## config.mk

```make
export PLATFORM = sky130hd
export DESIGN_NAME = rgb_to_hsv_pixel
export DESIGN_NICKNAME = d
export VERILOG_FILES = /design/src/rgbhsv_pkg.sv /design/src/rgbhsv_prep.sv /design/src/rgbhsv_div_stage.sv /design/src/rgb_to_hsv_pixel.sv
export SDC_FILE = /design/constraint.sdc
export NUM_CORES = 1
export LEC_CHECK = 0
export BUFFER_PORTS_ARGS = -buffer_cell sky130_fd_sc_hd__buf_2
export CORE_ASPECT_RATIO = 0.75
export CORE_UTILIZATION = 50
export CTS_BUF_LIST = sky130_fd_sc_hd__clkbuf_4
export DETAILED_ROUTE_END_ITERATION = 12
export PLACE_DENSITY = 0.66
export SETUP_SLACK_MARGIN = 0.3
export SYNTH_ARGS = -nofsm -noshare
export SYNTH_HDL_FRONTEND = slang
export SYNTH_SLANG_ARGS = --single-unit
```

## constraint.sdc

```tcl
create_clock -name clk -period 10.25 [get_ports clk]
set_clock_uncertainty 0.05 [all_clocks]
set_input_delay 2.05 -clock clk [delete_from_list [all_inputs] [get_ports clk]]
set_output_delay 2.05 -clock clk [all_outputs]
set_load 0.01 [all_outputs]
```

## src/rgbhsv_pkg.sv

```systemverilog
// Shared types and constants for the RGB to HSV pixel converter.
package rgbhsv_pkg;

  localparam int CHAN_W          = 8;
  localparam int HUE_W           = 12;
  localparam int SAT_W           = 13;
  localparam int DIVR_W          = 11;  // six times chroma needs 11 bits
  localparam int QUOT_BITS       = 12;  // quotient bits still to find after prep
  localparam int STEPS_PER_STAGE = 2;
  localparam int DIV_STAGES      = QUOT_BITS / STEPS_PER_STAGE;
  localparam int PREP_STAGES     = 2;
  localparam int PIPE_STAGES     = PREP_STAGES + DIV_STAGES;

  typedef enum logic [1:0] {
    SEC_RED,
    SEC_GREEN,
    SEC_BLUE
  } sector_t;

  typedef struct packed {
    logic [CHAN_W-1:0] red;
    logic [CHAN_W-1:0] green;
    logic [CHAN_W-1:0] blue;
  } pix_in_t;

  typedef struct packed {
    logic [HUE_W-1:0]  hue;
    logic [SAT_W-1:0]  saturation;
    logic [CHAN_W-1:0] value;
  } pix_out_t;

  // After the first stage: channels, value, chroma and the hue sector.
  typedef struct packed {
    logic [CHAN_W-1:0] red;
    logic [CHAN_W-1:0] green;
    logic [CHAN_W-1:0] blue;
    logic [CHAN_W-1:0] value;
    logic [CHAN_W-1:0] chroma;
    sector_t           sector;
  } pre_t;

  // Running state of the two long divisions.
  typedef struct packed {
    logic [CHAN_W-1:0] value;
    logic [CHAN_W-1:0] sat_rem;
    logic [SAT_W-1:0]  sat_q;
    logic [DIVR_W-1:0] hue_div;
    logic [DIVR_W-1:0] hue_rem;
    logic [HUE_W-1:0]  hue_q;
    logic              grey;
    logic              black;
  } div_t;

endpackage

```

## src/rgbhsv_prep.sv

```systemverilog
// Front two pipeline stages: extremes and sector, then hue numerator and divisor.
module rgbhsv_prep (
  input  logic               clk,
  input  logic               en_a,
  input  logic               en_b,
  input  rgbhsv_pkg::pix_in_t pix,
  output rgbhsv_pkg::div_t   div_o
);
  import rgbhsv_pkg::*;

  pre_t pre_nxt, pre_r;
  div_t div_nxt, div_r;

  logic [CHAN_W-1:0] mx_rg, mn_rg, mx, mn;
  logic [DIVR_W-1:0] c_ext, six_c, num;
  logic              sat_top;

  always_comb begin
    mx_rg = (pix.red > pix.green) ? pix.red : pix.green;
    mx    = (mx_rg > pix.blue) ? mx_rg : pix.blue;
    mn_rg = (pix.red < pix.green) ? pix.red : pix.green;
    mn    = (mn_rg < pix.blue) ? mn_rg : pix.blue;
    pre_nxt.red    = pix.red;
    pre_nxt.green  = pix.green;
    pre_nxt.blue   = pix.blue;
    pre_nxt.value  = mx;
    pre_nxt.chroma = mx - mn;
    // Ties go to red first, then green.
    if (mx == pix.red) begin
      pre_nxt.sector = SEC_RED;
    end else if (mx == pix.green) begin
      pre_nxt.sector = SEC_GREEN;
    end else begin
      pre_nxt.sector = SEC_BLUE;
    end
  end

  always_ff @(posedge clk) begin
    if (en_a) begin
      pre_r <= pre_nxt;
    end
  end

  always_comb begin
    c_ext = {{(DIVR_W-CHAN_W){1'b0}}, pre_r.chroma};
    six_c = (c_ext << 2) + (c_ext << 1);
    // The numerator lies in [0, six_c); intermediate wrap in 11 bits is harmless.
    unique case (pre_r.sector)
      SEC_RED: begin
        if (pre_r.green >= pre_r.blue) begin
          num = {{(DIVR_W-CHAN_W){1'b0}}, pre_r.green - pre_r.blue};
        end else begin
          num = six_c - {{(DIVR_W-CHAN_W){1'b0}}, pre_r.blue - pre_r.green};
        end
      end
      SEC_GREEN: begin
        num = (c_ext << 1) + {{(DIVR_W-CHAN_W){1'b0}}, pre_r.blue}
              - {{(DIVR_W-CHAN_W){1'b0}}, pre_r.red};
      end
      SEC_BLUE: begin
        num = (c_ext << 2) + {{(DIVR_W-CHAN_W){1'b0}}, pre_r.red}
              - {{(DIVR_W-CHAN_W){1'b0}}, pre_r.green};
      end
      default: begin
        num = '0;
      end
    endcase
    // Chroma never exceeds value, so the top saturation bit is set only when they match.
    sat_top         = (pre_r.chroma >= pre_r.value);
    div_nxt.value   = pre_r.value;
    div_nxt.sat_rem = sat_top ? (pre_r.chroma - pre_r.value) : pre_r.chroma;
    div_nxt.sat_q   = {{(SAT_W-1){1'b0}}, sat_top};
    div_nxt.hue_div = six_c;
    div_nxt.hue_rem = num;
    div_nxt.hue_q   = '0;
    div_nxt.grey    = (pre_r.chroma == '0);
    div_nxt.black   = (pre_r.value == '0);
  end

  always_ff @(posedge clk) begin
    if (en_b) begin
      div_r <= div_nxt;
    end
  end

  assign div_o = div_r;

endmodule

```

## src/rgbhsv_div_stage.sv

```systemverilog
// One pipeline stage of the saturation and hue restoring dividers.
module rgbhsv_div_stage (
  input  logic             clk,
  input  logic             en,
  input  rgbhsv_pkg::div_t div_i,
  output rgbhsv_pkg::div_t div_o
);
  import rgbhsv_pkg::*;

  div_t div_nxt, div_r;

  logic [CHAN_W:0] sat_t;
  logic [DIVR_W:0] hue_t;

  always_comb begin
    div_nxt = div_i;
    sat_t   = '0;
    hue_t   = '0;
    for (int i = 0; i < STEPS_PER_STAGE; i++) begin
      // Each step brings down one zero bit and tries the divisor once.
      sat_t = {div_nxt.sat_rem, 1'b0};
      if (sat_t >= {1'b0, div_nxt.value}) begin
        sat_t = sat_t - {1'b0, div_nxt.value};
        div_nxt.sat_q = {div_nxt.sat_q[SAT_W-2:0], 1'b1};
      end else begin
        div_nxt.sat_q = {div_nxt.sat_q[SAT_W-2:0], 1'b0};
      end
      div_nxt.sat_rem = sat_t[CHAN_W-1:0];

      hue_t = {div_nxt.hue_rem, 1'b0};
      if (hue_t >= {1'b0, div_nxt.hue_div}) begin
        hue_t = hue_t - {1'b0, div_nxt.hue_div};
        div_nxt.hue_q = {div_nxt.hue_q[HUE_W-2:0], 1'b1};
      end else begin
        div_nxt.hue_q = {div_nxt.hue_q[HUE_W-2:0], 1'b0};
      end
      div_nxt.hue_rem = hue_t[DIVR_W-1:0];
    end
  end

  always_ff @(posedge clk) begin
    if (en) begin
      div_r <= div_nxt;
    end
  end

  assign div_o = div_r;

endmodule

```

## src/rgb_to_hsv_pixel.sv

```systemverilog
// Top level of the pipelined RGB to HSV pixel converter.
//
//   channel | direction | handshake          | payload
//   in_     | input     | in_valid/in_stall   | pix_in_t  (red, green, blue)
//   out_    | output    | out_valid/out_stall | pix_out_t (hue, saturation, value)
//
// One pixel is taken every clock while the input is not stalled.
// The pipeline has two preparation stages plus six divider stages, two quotient bits each.
// Synchronous reset clears only the stage valid bits; no clearing pass is needed.
// A stall holds only the stages that are full, so bubbles are squeezed out and
// the input keeps moving while a finished result waits, until every stage is full.
module rgb_to_hsv_pixel (
  input  logic                 clk,
  input  logic                 rst_n,
  input  logic                 in_valid,
  output logic                 in_stall,
  input  rgbhsv_pkg::pix_in_t  in_data,
  output logic                 out_valid,
  input  logic                 out_stall,
  output rgbhsv_pkg::pix_out_t out_data
);
  import rgbhsv_pkg::*;

  logic [PIPE_STAGES-1:0] valid_r, valid_nxt;
  logic [PIPE_STAGES:0]   ready;
  div_t                   div_q [DIV_STAGES+1];

  // A stage may load when it is empty or when the stage after it moves on.
  always_comb begin
    ready[PIPE_STAGES] = !out_stall;
    for (int i = PIPE_STAGES - 1; i >= 0; i--) begin
      ready[i] = !valid_r[i] || ready[i+1];
    end
    valid_nxt[0] = ready[0] ? in_valid : valid_r[0];
    for (int i = 1; i < PIPE_STAGES; i++) begin
      if (ready[i]) begin
        valid_nxt[i] = valid_r[i-1];
      end else begin
        valid_nxt[i] = valid_r[i];
      end
    end
  end

  always_ff @(posedge clk) begin
    if (!rst_n) begin
      valid_r <= '0;
    end else begin
      valid_r <= valid_nxt;
    end
  end

  rgbhsv_prep u_prep (
    .clk   (clk),
    .en_a  (ready[0]),
    .en_b  (ready[1]),
    .pix   (in_data),
    .div_o (div_q[0])
  );

  for (genvar s = 0; s < DIV_STAGES; s++) begin : g_div
    rgbhsv_div_stage u_div (
      .clk   (clk),
      .en    (ready[PREP_STAGES+s]),
      .div_i (div_q[s]),
      .div_o (div_q[s+1])
    );
  end

  assign in_stall             = !ready[0];
  assign out_valid            = valid_r[PIPE_STAGES-1];
  assign out_data.hue         = div_q[DIV_STAGES].grey  ? '0 : div_q[DIV_STAGES].hue_q;
  assign out_data.saturation  = div_q[DIV_STAGES].black ? '0 : div_q[DIV_STAGES].sat_q;
  assign out_data.value       = div_q[DIV_STAGES].value;

  a_enter: assert property (@(posedge clk) disable iff (!rst_n)
    in_valid && !in_stall |=> valid_r[0])
    else $error("accepted pixel did not enter the first stage");

  a_flow: assert property (@(posedge clk) disable iff (!rst_n)
    !out_stall |-> !in_stall)
    else $error("input held although the output is free");

  a_black: assert property (@(posedge clk) disable iff (!rst_n)
    out_valid && out_data.value == '0 |-> out_data.saturation == '0)
    else $error("black pixel with nonzero saturation");

  a_sat_range: assert property (@(posedge clk) disable iff (!rst_n)
    out_valid |-> out_data.saturation <= 13'd4096)
    else $error("saturation beyond full scale");

endmodule
```

Yosys cells after proc, flatten, opt, wreduce, memory -nomap -nowiden --
Index checks and enable logic that the tools add are counted.
Word-level totals: flip-flop bits (word level) 391, input port bits 28, word-level logic and storage cells 219
Cells by class: $add $sub $neg 32, $lt $le $gt $ge 30, eq/ne operators 4, multiplexer cells 56, reductions and logical operators 21
Operators by type and width (count):
- >= comparator 12 x 11 -> 1 bit | 12
- two-way mux 11 bit | 12
- two-way mux 8 bit | 16
- subtractor 11 bit | 11
- subtractor 8 bit | 15
- >= comparator 9 x 8 -> 1 bit | 12
- case mux 11 bit (3 select lines) | 1
- subtractor 11 x 8 -> 11 bit | 3
- two-way mux 1 bit | 24
- == test 8 bit | 2
- >= comparator 8 bit | 2
- > comparator 8 bit | 2
- logical NOT 8 bit | 2
- less-than comparator 8 bit | 2
- two-way mux 13 bit | 1
- two-way mux 12 bit | 1
- adder 10 x 8 -> 11 bit | 1
- adder 10 x 9 -> 11 bit | 1
- adder 9 x 8 -> 10 bit | 1
- logical NOT 1 bit | 10
- logical OR 1 bit | 8
- == test 2 x 1 -> 1 bit, second input constant | 1
- == test 2 bit, second input constant | 1
- logical NOT 2 bit | 1
- two-way mux 2 bit | 1

Longest topological paths before layout --
Gate-level depths: netlist (run 1).
depth in word-level cells 10, mapped depth 25, mapped depth without buffers 23

Cells and area by module --
A second synthesis (run 1) with hierarchy kept.
Unflattened totals: cell total of the unflattened synthesis 3034, area total of the unflattened synthesis 32879.0 um^2
By module, submodules not included:
- rgbhsv_div_stage at g_div[1].u_div ... | instances 3, cells an instance 390, area each 4175.3 um^2
- rgbhsv_div_stage at g_div[0].u_div ... | instances 2, cells an instance 361, area each 4182.8 um^2
- rgbhsv_prep | instances 1, cells an instance 717, area each 7265.7 um^2
- rgbhsv_div_stage at g_div[3].u_div | instances 1, cells an instance 361, area each 4220.3 um^2
- rgb_to_hsv_pixel | instances 1, cells an instance 64, area each 501.7 um^2

Least setup slack after synthesis (run 1) --
No wires, ideal clock.
kind input port to flip-flop, from input in_data[9] (netlist name), to register u_prep.pre_r, in the netlist u_prep.c_ext[6] (data pin), library setup time 138 ps, data arrival time 6486 ps, slack 3576 ps, stages on the path 23, path buffers 3, cell sequence inv_1 -> ha_1 -> nor2b_2 -> o211ai_4 -> a21boi_4 -> o21ai_2 -> buf_6 -> mux2_2 -> ha_1 -> a21o_1 -> a21oi_1 -> o2111ai_1 -> and2_1 -> buf_2 -> buf_2 -> o21ai_0 -> ha_1 -> inv_1 -> ha_1 -> or2_1 -> and3b_1 -> or4_1 -> nand4_1
RTL lines:
- start, declared | line rgb_to_hsv_pixel.sv:17 | input rgbhsv_pkg::pix_in_t in_data,
- end signal, assigned | line rgbhsv_prep.sv:40 | pre_r <= pre_nxt;
- end, declared | line rgbhsv_prep.sv:11 | pre_t pre_nxt, pre_r;

==> results of run 1 <==
[flip-flops by register name (all words and copies together), names as in the netlist]
register           flops
u_prep.div_nxt         8
u_prep.c_ext           8
valid_r                8
u_prep.pre_r          26
g_div.u_div.div_o    290
u_prep.div_o          40
[layout make-up]
| class | count | area [um2] | area share (%) |
|---|---|---|---|
| Tap cell | 712 | 891 | 3.05 |
| Antenna cell | 4 | 10.0 | 0.0343 |
| Clock buffer | 143 | 1070 | 3.68 |
| Multi-Input combinational cell | 1767 | 14100 | 48.1 |
| Sequential cell | 380 | 11300 | 38.8 |
| Clock inverter | 31 | 246 | 0.844 |
| Inverter | 324 | 1220 | 4.16 |
| Timing Repair Buffer | 71 | 378 | 1.29 |
[cell usage after synthesis (4+ instances only)]
| master | count | area share [%] |
|---|---|---|
| inv_1 | 322 | 4.5 |
| nor2_1 | 175 | 2.5 |
| a211oi_1 | 16 | 0.45 |
| a221oi_4 | 4 | 0.39 |
| nor3_1 | 22 | 0.41 |
| and4_1 | 7 | 0.23 |
| nand2_1 | 130 | 1.8 |
| o21ai_0 | 115 | 2.1 |
| o22ai_1 | 9 | 0.21 |
| nor2b_1 | 78 | 1.8 |
| fa_1 | 27 | 2.0 |
| o21a_1 | 30 | 0.84 |
| a21boi_0 | 24 | 0.67 |
| a221o_1 | 5 | 0.19 |
| or4_1 | 8 | 0.22 |
| mux2i_1 | 20 | 0.75 |
| dfxtp_1 | 8 | 0.60 |
| buf_2 | 10 | 0.19 |
| o32ai_1 | 4 | 0.13 |
| a21boi_1 | 8 | 0.22 |
| o21bai_1 | 19 | 0.53 |
| buf_4 | 9 | 0.25 |
| o21ai_1 | 24 | 0.45 |
| a21oi_2 | 5 | 0.16 |
| ha_1 | 302 | 14 |
| a21o_1 | 57 | 1.6 |
| a211o_1 | 5 | 0.16 |
| and3_1 | 20 | 0.47 |
| o211ai_1 | 7 | 0.20 |
| xnor2_1 | 111 | 3.6 |
| clkbuf_1 | 14 | 0.20 |
| nand2b_1 | 33 | 0.77 |
| a41o_1 | 6 | 0.22 |
| nand3_1 | 22 | 0.41 |
| o31a_1 | 5 | 0.16 |
| o31ai_1 | 5 | 0.14 |
| a21oi_1 | 141 | 2.6 |
| or2_2 | 6 | 0.14 |
| a31oi_1 | 9 | 0.21 |
| mux2_2 | 143 | 6.0 |
| nand4_1 | 24 | 0.56 |
| xor2_1 | 62 | 2.0 |
| edfxtp_1 | 372 | 42 |
| and2_1 | 11 | 0.26 |
| a221oi_1 | 9 | 0.29 |
[metrics by stage]
stage               setup slack, ns  hold WS, ns
floorplan                      3.58        0.350
global placement               2.65        0.353
detailed placement             2.55        0.355
CTS                            3.46        0.342
global route                   3.13        0.338
finish                         3.34        0.339
[per-layer routing]
metal | global-route usage, % | up-vias | wire, um
met4 | 6.15 | 4 | 995
met5 | 0 | - | 19
met1 | 30.1 | 8985 | 28400
met3 | 4.19 | 81 | 3010
met2 | 34.5 | 433 | 26500
li1 | - | 9297 | -
[cells by family (layout without fill, tap and decap cells)]
logic type / after synthesis / count (layout) / synth area share (%)
adders and majority gates: 330 / 330 / 16.2
DFF: 380 / 380 / 42.3
buffers and inverters: 360 / 569 / 5.30
xor gates and xnor gates: 174 / 174 / 5.71
other: 0 / 4 / 0
AOI/OAI and AO/OA: 539 / 539 / 13.4
muxes: 169 / 169 / 7.05
and+or+nand+nor: 555 / 555 / 10.1
[layout by cell type (no fill, tap or decap), types with 7 or more instances in the layout]
master,instances
clkinv_1,18
dfxtp_1,8
nand2_1,127
a31oi_1,9
a221oi_1,9
inv_1,320
mux2_2,143
clkbuf_4,143
ha_1,302
xor2_1,62
and4_1,7
mux2i_1,20
nor2b_1,78
a21o_1,57
o22ai_1,9
o21ai_1,24
buf_2,62
nand4_1,24
edfxtp_1,372
fa_1,27
clkinv_2,8
o21bai_1,19
nand2b_1,33
xnor2_1,111
o21ai_0,115
and2_1,11
o21a_1,30
a21oi_1,141
a21boi_1,8
o211ai_1,7
and3_1,20
nand3_1,22
or4_1,8
nor3_1,22
buf_4,9
nor2_1,175
a211oi_1,16
a21boi_0,24
[how the worst max path moves through the flow]
stage          cells after the start               to  slack, ns
2_1_floorplan                     23  u_prep.c_ext[6]       3.58
3_3_place_gp                      22  u_prep.c_ext[6]       2.65
3_5_place_dp                      21  u_prep.c_ext[6]       2.55
4_1_cts                           22  u_prep.c_ext[6]       3.46
5_1_grt                           22  u_prep.c_ext[6]       3.13
6_report                          21  u_prep.c_ext[6]       3.34
[critical path: cells and delay by family]
family	cells	cell delay, ns
adder cells (fa/ha/maj)	3	0.92
AO/OA/AOI/OAI	5	1.68
multiplexers	1	0.42
AND/OR/NAND/NOR	8	1.96
buffers and inverters	4	0.48
==> impl_metrics.yaml, run 1 <==
outcome:
  status: "finished, violations left"
  violations: "design-rule violations"
route:
  drt_iter0_drc: 1065
  via_per_inst: 5.48
  via_count: 18800
  dr.pass1.iters: 9
  antenna_left: 0
  drt_wl_total_um: 58900
  wl_per_cell_um: 17.2
  drc: 2
critical_path:
  timing.rr.end: "g_div[0].u_div.div_o[17]"
  cp.required_ns: 10.88
  cp-end-kind: "flop"
  reg2regPathDepth: 23
  r2r-start: "u_prep.div_o[27]"
  crit_type: "primary input to flop"
  arrival_ns: 7.54
  cpPeakStageDelay_ns: 0.68
  crit_path_start_kind: "primary input"
  crit_path_start: "in_data[9]"
  r2r_slack_ns: 3.93
  crit_slowest_cell: "and2_1"
  worstPathMaxFanout: 20
  path_cells: "buf_2 > inv_1 > ha_1 > nor2b_2 > o211ai_4 > a21boi_4 > o21ai_2 > mux2i_1 > inv_1 > ha_1 > nand3_1 > nor2_1 > a32oi_1 > and2_1 > nor2_1 > a21oi_1 > inv_1 > ha_1 > and3b_1 > or4_1 > nand4_1"
hold_path:
  hold_start: "g_div[0].u_div.div_o[1]"
  min_to: "g_div[1].u_div.div_o[1]"
  hold_class: "flop to flop"
  whs_path_depth: 0
global_routing:
  grt_util_all_layers_pct: 21.6
  grt_overflow_total: 0
  grt_pass1_vias: 18766
  grt_pass1_wl_um: 95500
  grt_antenna_before_repair: 5
  grt_max_degree: 56
timing:
  worst_pin_slew_ns: 1.17
  slew_violations: 0
  final.setup.tns_ns: 0
  slew_headroom_pct: 21.8
  layout_min_cycle_time_ns: 6.91
  setup_viol: 0
  hold_viol: 0
  grt_setup_unrepaired: "false"
  period_share_pct: 67.4
  fmax_ghz: 0.145
die:
  die_h_um: 202
  initial_core_util_pct: 50.6
  rows: 73
  ios: 63
  die_w_um: 269
  dieArea_um2: 54500
  coreArea_um2: 53000
clock_network:
  cts-resized-gates: 0
  h-tree-depth: 3
  clk_latency_ns: 0.82
  postCtsSetupRepairBufs: 0
  numCtsBuffers: 96
  cts_max_path_buffers: 3
  hold_buffers: 0
  clk_pin_slew_ns: 0.07
  cts_tree: "yes"
  cts.sinks: 380
  root_buffer: "clkbuf_4"
finish:
  final_util_pct: 55.1
  fin_area_um2: 29200
  nets: 2997
  drive_gt1_share_pct: 15.4
  area_growth_syn_to_layout_pct: 8.96
  fill_cells: 4606
  stdcell_count: 3432
synthesis:
  synth_cell_types: 90
  synth_warnings: 0
  synthCells: 2507
  synth_area_um2: 26800
  synth_edf_count: 372
  ys_seq_area_share_pct: 42.3
  synth_seq_cells: 380
  synth-main-ff-cell: "edfxtp_1"
  synth.avg_cell_area_um2: 10.7
  syn_nets: 2864
  async_flop_share_pct: 0
place:
  dp_hpwl_um: 46400
  portBuffers: 62
  dp_cells: 3254
  routabilityCongestion: 0.899
  placed_area_um2: 27900
job:
  cap_viol_max_count: 0
Power of run 1 is not shown: default switching activity piles up to over one toggle a cycle in this logic, so the estimate is an artifact.
==> run 2, diff against run 1 <==
Settings changed: PLACE_DENSITY 0.66 to 0.69.
Clock period 10.25 ns to 6.3 ns, I/O delays scaled along.
==> run 2 against run 1 <==
  * The run now ends clean
  * Critical endpoint is now g_div[4].u_div.div_o[20]
  * Largest cell class unchanged
  * Flip-flop and latch count unchanged
  * Global-route usage up 0.34 points
  * Die area unchanged
  * Via count is 1.4% higher
  * Setup slack worse by 2.7 ns
  * First-iteration DRC count rose by 30%
==> impl_metrics.yaml, run 2 (same netlist as run 1, synthesis figures left out) <==
route:
  drt_iter0_drc: 1383
  via_count: 19070
  dr.pass1.iters: 6
  drc: 0
  wl_per_cell_um: 17.3
  via_per_inst: 5.47
  antenna_left: 0
  drt_wl_total_um: 60200
critical_path:
  cpPeakStageDelay_ns: 0.52
  worstPathMaxFanout: 13
  cp.required_ns: 6.84
  cp-end-kind: "flop"
  crit_top_cell: "o21ai_1"
  reg2regPathDepth: 21
  path_cells: "inv_1 > ha_1 > nor2b_1 > o21ai_0 > a21boi_0 > o21ai_1 > a2111oi_1 > o21ai_1 > nand2_2 > nor2_1 > a21oi_1 > ha_1 > o21ai_0 > a21boi_1 > o21ai_1 > a21boi_0 > o21ai_1 > a21oi_1 > a211oi_2 > nand3_2 > mux2_2"
  crit_path_start_kind: "flop"
  arrival_ns: 6.24
  crit_slowest_cell: "a2111oi_1"
  crit_type: "flop to flop"
die:
  dieArea_um2: 54500
  rows: 73
  ios: 63
  initial_core_util_pct: 50.6
  die_w_um: 269
  coreArea_um2: 53000
  die_h_um: 202
clock_network:
  hold_buffers: 0
  cts.sinks: 380
  numCtsBuffers: 98
  cts_tree: "yes"
  h-tree-depth: 3
  clk_pin_slew_ns: 0.07
  cts_max_path_buffers: 3
  clk_latency_ns: 0.85
  root_buffer: "clkbuf_4"
global_routing:
  grt_util_all_layers_pct: 22.0
  grt_overflow_total: 0
  grt_antenna_before_repair: 2
  grt_pass1_vias: 18606
  grt_max_degree: 52
  grt_pass1_wl_um: 96600
hold_path:
  hold_class: "flop to flop"
  whs_path_depth: 0
finish:
  nets: 3041
  area_growth_syn_to_layout_pct: 10.4
  largest_register_ffs: 290
  drive_gt1_share_pct: 16.9
  final_util_pct: 55.9
  mostFrequentLayoutCell: "edfxtp_1"
  final_cell_mix: "edfxtp_1, inv_1, ha_1"
timing:
  slew_headroom_pct: 22.9
  layout_min_cycle_time_ns: 5.70
  final.setup.tns_ns: 0
  hold_viol: 0
  period_share_pct: 90.4
  grt_setup_unrepaired: "false"
  worst_pin_slew_ns: 1.15
  fmax_ghz: 0.176
  slew_violations: 0
  setup_viol: 0
place:
  portBuffers: 62
  routabilityCongestion: 0.909
  dp_hpwl_um: 47400
job:
  cap_viol_max_count: 0
outcome:
  status: "finished clean"
==> run 2: cell count changes in the layout (fill, tap and decap cells not counted), moves of 3 or more <==
cell | before | now
clkinv_2 | 8 | 12
buf_4 | 9 | 48
buf_12 | 0 | 3
clkinv_1 | 18 | 22
==> run 2: worst paths after layout <==
check	start	end	slack [ns]
min	u_prep.div_o[0]	g_div[0].u_div.div_o[0]	0.35
max reg2reg	g_div[3].u_div.div_o[27]	g_div[4].u_div.div_o[20]	0.60
min reg2reg	u_prep.div_o[0]	g_div[0].u_div.div_o[0]	0.35
max	g_div[3].u_div.div_o[27]	g_div[4].u_div.div_o[20]	0.60
==> run 2: worst max-delay path: cells and delay by family (launching register included) <==
family          cells  cell delay (ns)
mux                 1             0.39
simple gates        4             0.81
flops               1             0.46
compound gates     13             2.99
buf+inv             1             0.10
fa+ha+maj           2             0.63
==> run 2: stage by stage <==
step	setup slack (ns)	instances	cell area (um2)	hold WS (ns)
after floorplan	0.416	2507	26800	0.350
after global placement	0.400	3283	28100	0.351
after detailed placement	0.282	3283	28100	0.355
after CTS	0.336	3466	29400	0.356
after global routing	0.294	3485	29600	0.345
final	0.602	3485	29600	0.354
==> run 2: timing repair <==
item                       CTS  global route
gates resized for setup      1             7
setup buffers                0            13
setup endpoints to repair    8            68
pin swaps                    0             6
==> run 2: routing by layer <==
layer	global-route usage, %	wire length (um)	part of all wire [%]	vias to the layer above
met5	0	0	0	-
met4	5.56	963	1.6	0
met2	33.1	25800	43	530
li1	-	-	-	9400
met1	32.7	29900	50	9057
met3	3.78	3550	5.9	83
==> run 2: cell type report <==
cell class	count	area, um2
fill	4553	23400
multi-input combinational	1767	14100
sequential	380	11300
inverter	324	1220
clock buffer	143	1070
tap	712	891
timing repair buffer	113	731
clock inverter	40	255
antenna	6	15.0
Power of run 2 is left out for the same reason.
==> run 3, diff against run 2 <==
Settings changed: PLACE_DENSITY 0.69 to 0.66.
Clock period 6.3 ns to 6.65 ns, I/O delays scaled along.
==> run 3 against run 2 <==
  * The flow now finishes with violations (design-rule violations)
  * Routed wire length decreased by 1.2%
  * Die area unchanged
  * Via count decreased by 1.5%
  * Final cell count decreased by 1.3%
  * Clock-buffer cell count decreased by 8
  * Sequential share of layout area increased by 0.54 points
  * Hold slack got worse by 0.015 ns
  * Fmax decreased by 3.9%
  * Global-route usage decreased by 0.063 points
  * Setup slack improved by 0.12 ns
  * Critical path depth increased by 2
  * Highest routed layer is now met5
==> impl_metrics.yaml, run 3 (same netlist as run 1, synthesis figures left out) <==
finish:
  largest_register_ffs: 290
  final_cell_mix: "edfxtp_1, inv_1, ha_1"
  mostFrequentLayoutCell: "edfxtp_1"
  multi_input_area_um2: 14100
  nets: 3015
  seqCellArea_um2: 11300
  fill_cells: 4589
  area_growth_syn_to_layout_pct: 8.88
  drive_gt1_share_pct: 15.7
timing:
  slew_headroom_pct: 23.7
  period_share_pct: 89.2
  fmax_ghz: 0.169
  worst_pin_slew_ns: 1.14
  slew_violations: 0
  setup_viol: 0
  grt_setup_unrepaired: "false"
  hold_viol: 0
  layout_min_cycle_time_ns: 5.93
  final.setup.tns_ns: 0
route:
  wl_per_cell_um: 17.3
  drc: 2
  drt_iter0_drc: 1195
  via_per_inst: 5.46
  drt_wl_total_um: 59500
  dr.pass1.iters: 10
  via_count: 18791
  antenna_left: 0
outcome:
  violations: "design-rule violations"
  status: "finished, violations left"
die:
  ios: 63
  coreArea_um2: 53000
  rows: 73
  die_h_um: 202
  dieArea_um2: 54500
  initial_core_util_pct: 50.6
  die_w_um: 269
global_routing:
  grt_pass1_vias: 18757
  grt_antenna_before_repair: 4
  grt_util_all_layers_pct: 21.9
  grt_max_degree: 52
  grt_pass1_wl_um: 96600
  grt_overflow_total: 0
critical_path:
  worstPathMaxFanout: 10
  cp-end-kind: "flop"
  crit_path_start_kind: "flop"
  path_cells: "inv_1 > ha_1 > a21o_1 > a21o_1 > a21o_1 > a21oi_1 > o21ai_1 > a31o_2 > a21oi_2 > mux2_2 > inv_1 > ha_1 > nor2b_1 > o21ai_1 > a21oi_1 > o21a_1 > o211ai_1 > a21boi_1 > o21ai_1 > or3b_1 > a221oi_1 > buf_4 > mux2_2"
  arrival_ns: 6.43
  crit_type: "flop to flop"
  cp.required_ns: 7.14
  cpPeakStageDelay_ns: 0.43
  crit_slowest_cell: "edfxtp_1"
place:
  routabilityCongestion: 0.911
  dp_hpwl_um: 47200
  portBuffers: 62
clock_network:
  cts.sinks: 380
  cts_max_path_buffers: 3
  numCtsBuffers: 95
  root_buffer: "clkbuf_4"
  hold_buffers: 0
  clk_pin_slew_ns: 0.07
  clk_latency_ns: 0.84
  h-tree-depth: 3
  cts_tree: "yes"
hold_path:
  hold_class: "flop to flop"
job:
  cap_viol_max_count: 0
run 3: final cells by class:
class | count | share of cell area [%]
Multi-Input combinational cell | 1767 | 48.2
Timing Repair Buffer | 90 | 1.78
Antenna cell | 2 | 0.0172
Clock buffer | 135 | 3.47
Inverter | 324 | 4.17
Clock inverter | 30 | 0.497
Sequential cell | 380 | 38.8
Tap cell | 712 | 3.05
run 3: worst paths after layout:
check                             end  depth (start not counted)  slack (ns)               startpoint
max          g_div[0].u_div.div_o[22]                         23        0.72         u_prep.div_o[27]
min           g_div[1].u_div.div_o[0]                          0        0.34  g_div[0].u_div.div_o[0]
max reg2reg  g_div[0].u_div.div_o[22]                         23        0.72         u_prep.div_o[27]
min reg2reg   g_div[1].u_div.div_o[0]                          0        0.34  g_div[0].u_div.div_o[0]
run 3: worst max-delay path: cells and delay by family, from the launching register on:
kind,cells,cell delay [ns]
AO/OA/AOI/OAI,14,2.96
buffers and inverters,3,0.48
multiplexers,2,0.76
flip-flops,1,0.43
AND/OR/NAND/NOR,2,0.51
adder cells (fa/ha/maj),2,0.49
run 3: stage by stage:
stage | hold WS (ns) | setup slack [ns] | cell area (um2) | std cells | util [%]
finish | 0.339 | 0.719 | 29200 | 3440 | 55.1
global route | 0.322 | 0.334 | 29200 | 3440 | 55.1
CTS | 0.333 | 0.755 | 29200 | 3436 | 55.0
detailed placement | 0.355 | 0.227 | 28000 | 3271 | 52.9
global placement | 0.354 | 0.336 | 28000 | 3271 | 52.9
floorplan | 0.350 | 0.696 | 26800 | 2507 | -
run 3: what timing repair did:
item | CTS | global route
endpoints found under the setup margin | 0 | 9
setup buffers | 0 | 2
resized for setup | 0 | 1
endpoints found under the hold margin | 0 | 0
run 3: metal layers:
layer | GRT usage, % | wire (um) | vias up | part of all wire (%)
met5 | 0 | 19 | - | 0.032
met4 | 6.88 | 1150 | 4 | 1.9
met3 | 4.35 | 3380 | 89 | 5.7
met2 | 34.3 | 26300 | 501 | 44
met1 | 30.6 | 28700 | 8871 | 48
li1 | - | - | 9326 | -
Power of run 3 is left out for the same reason.
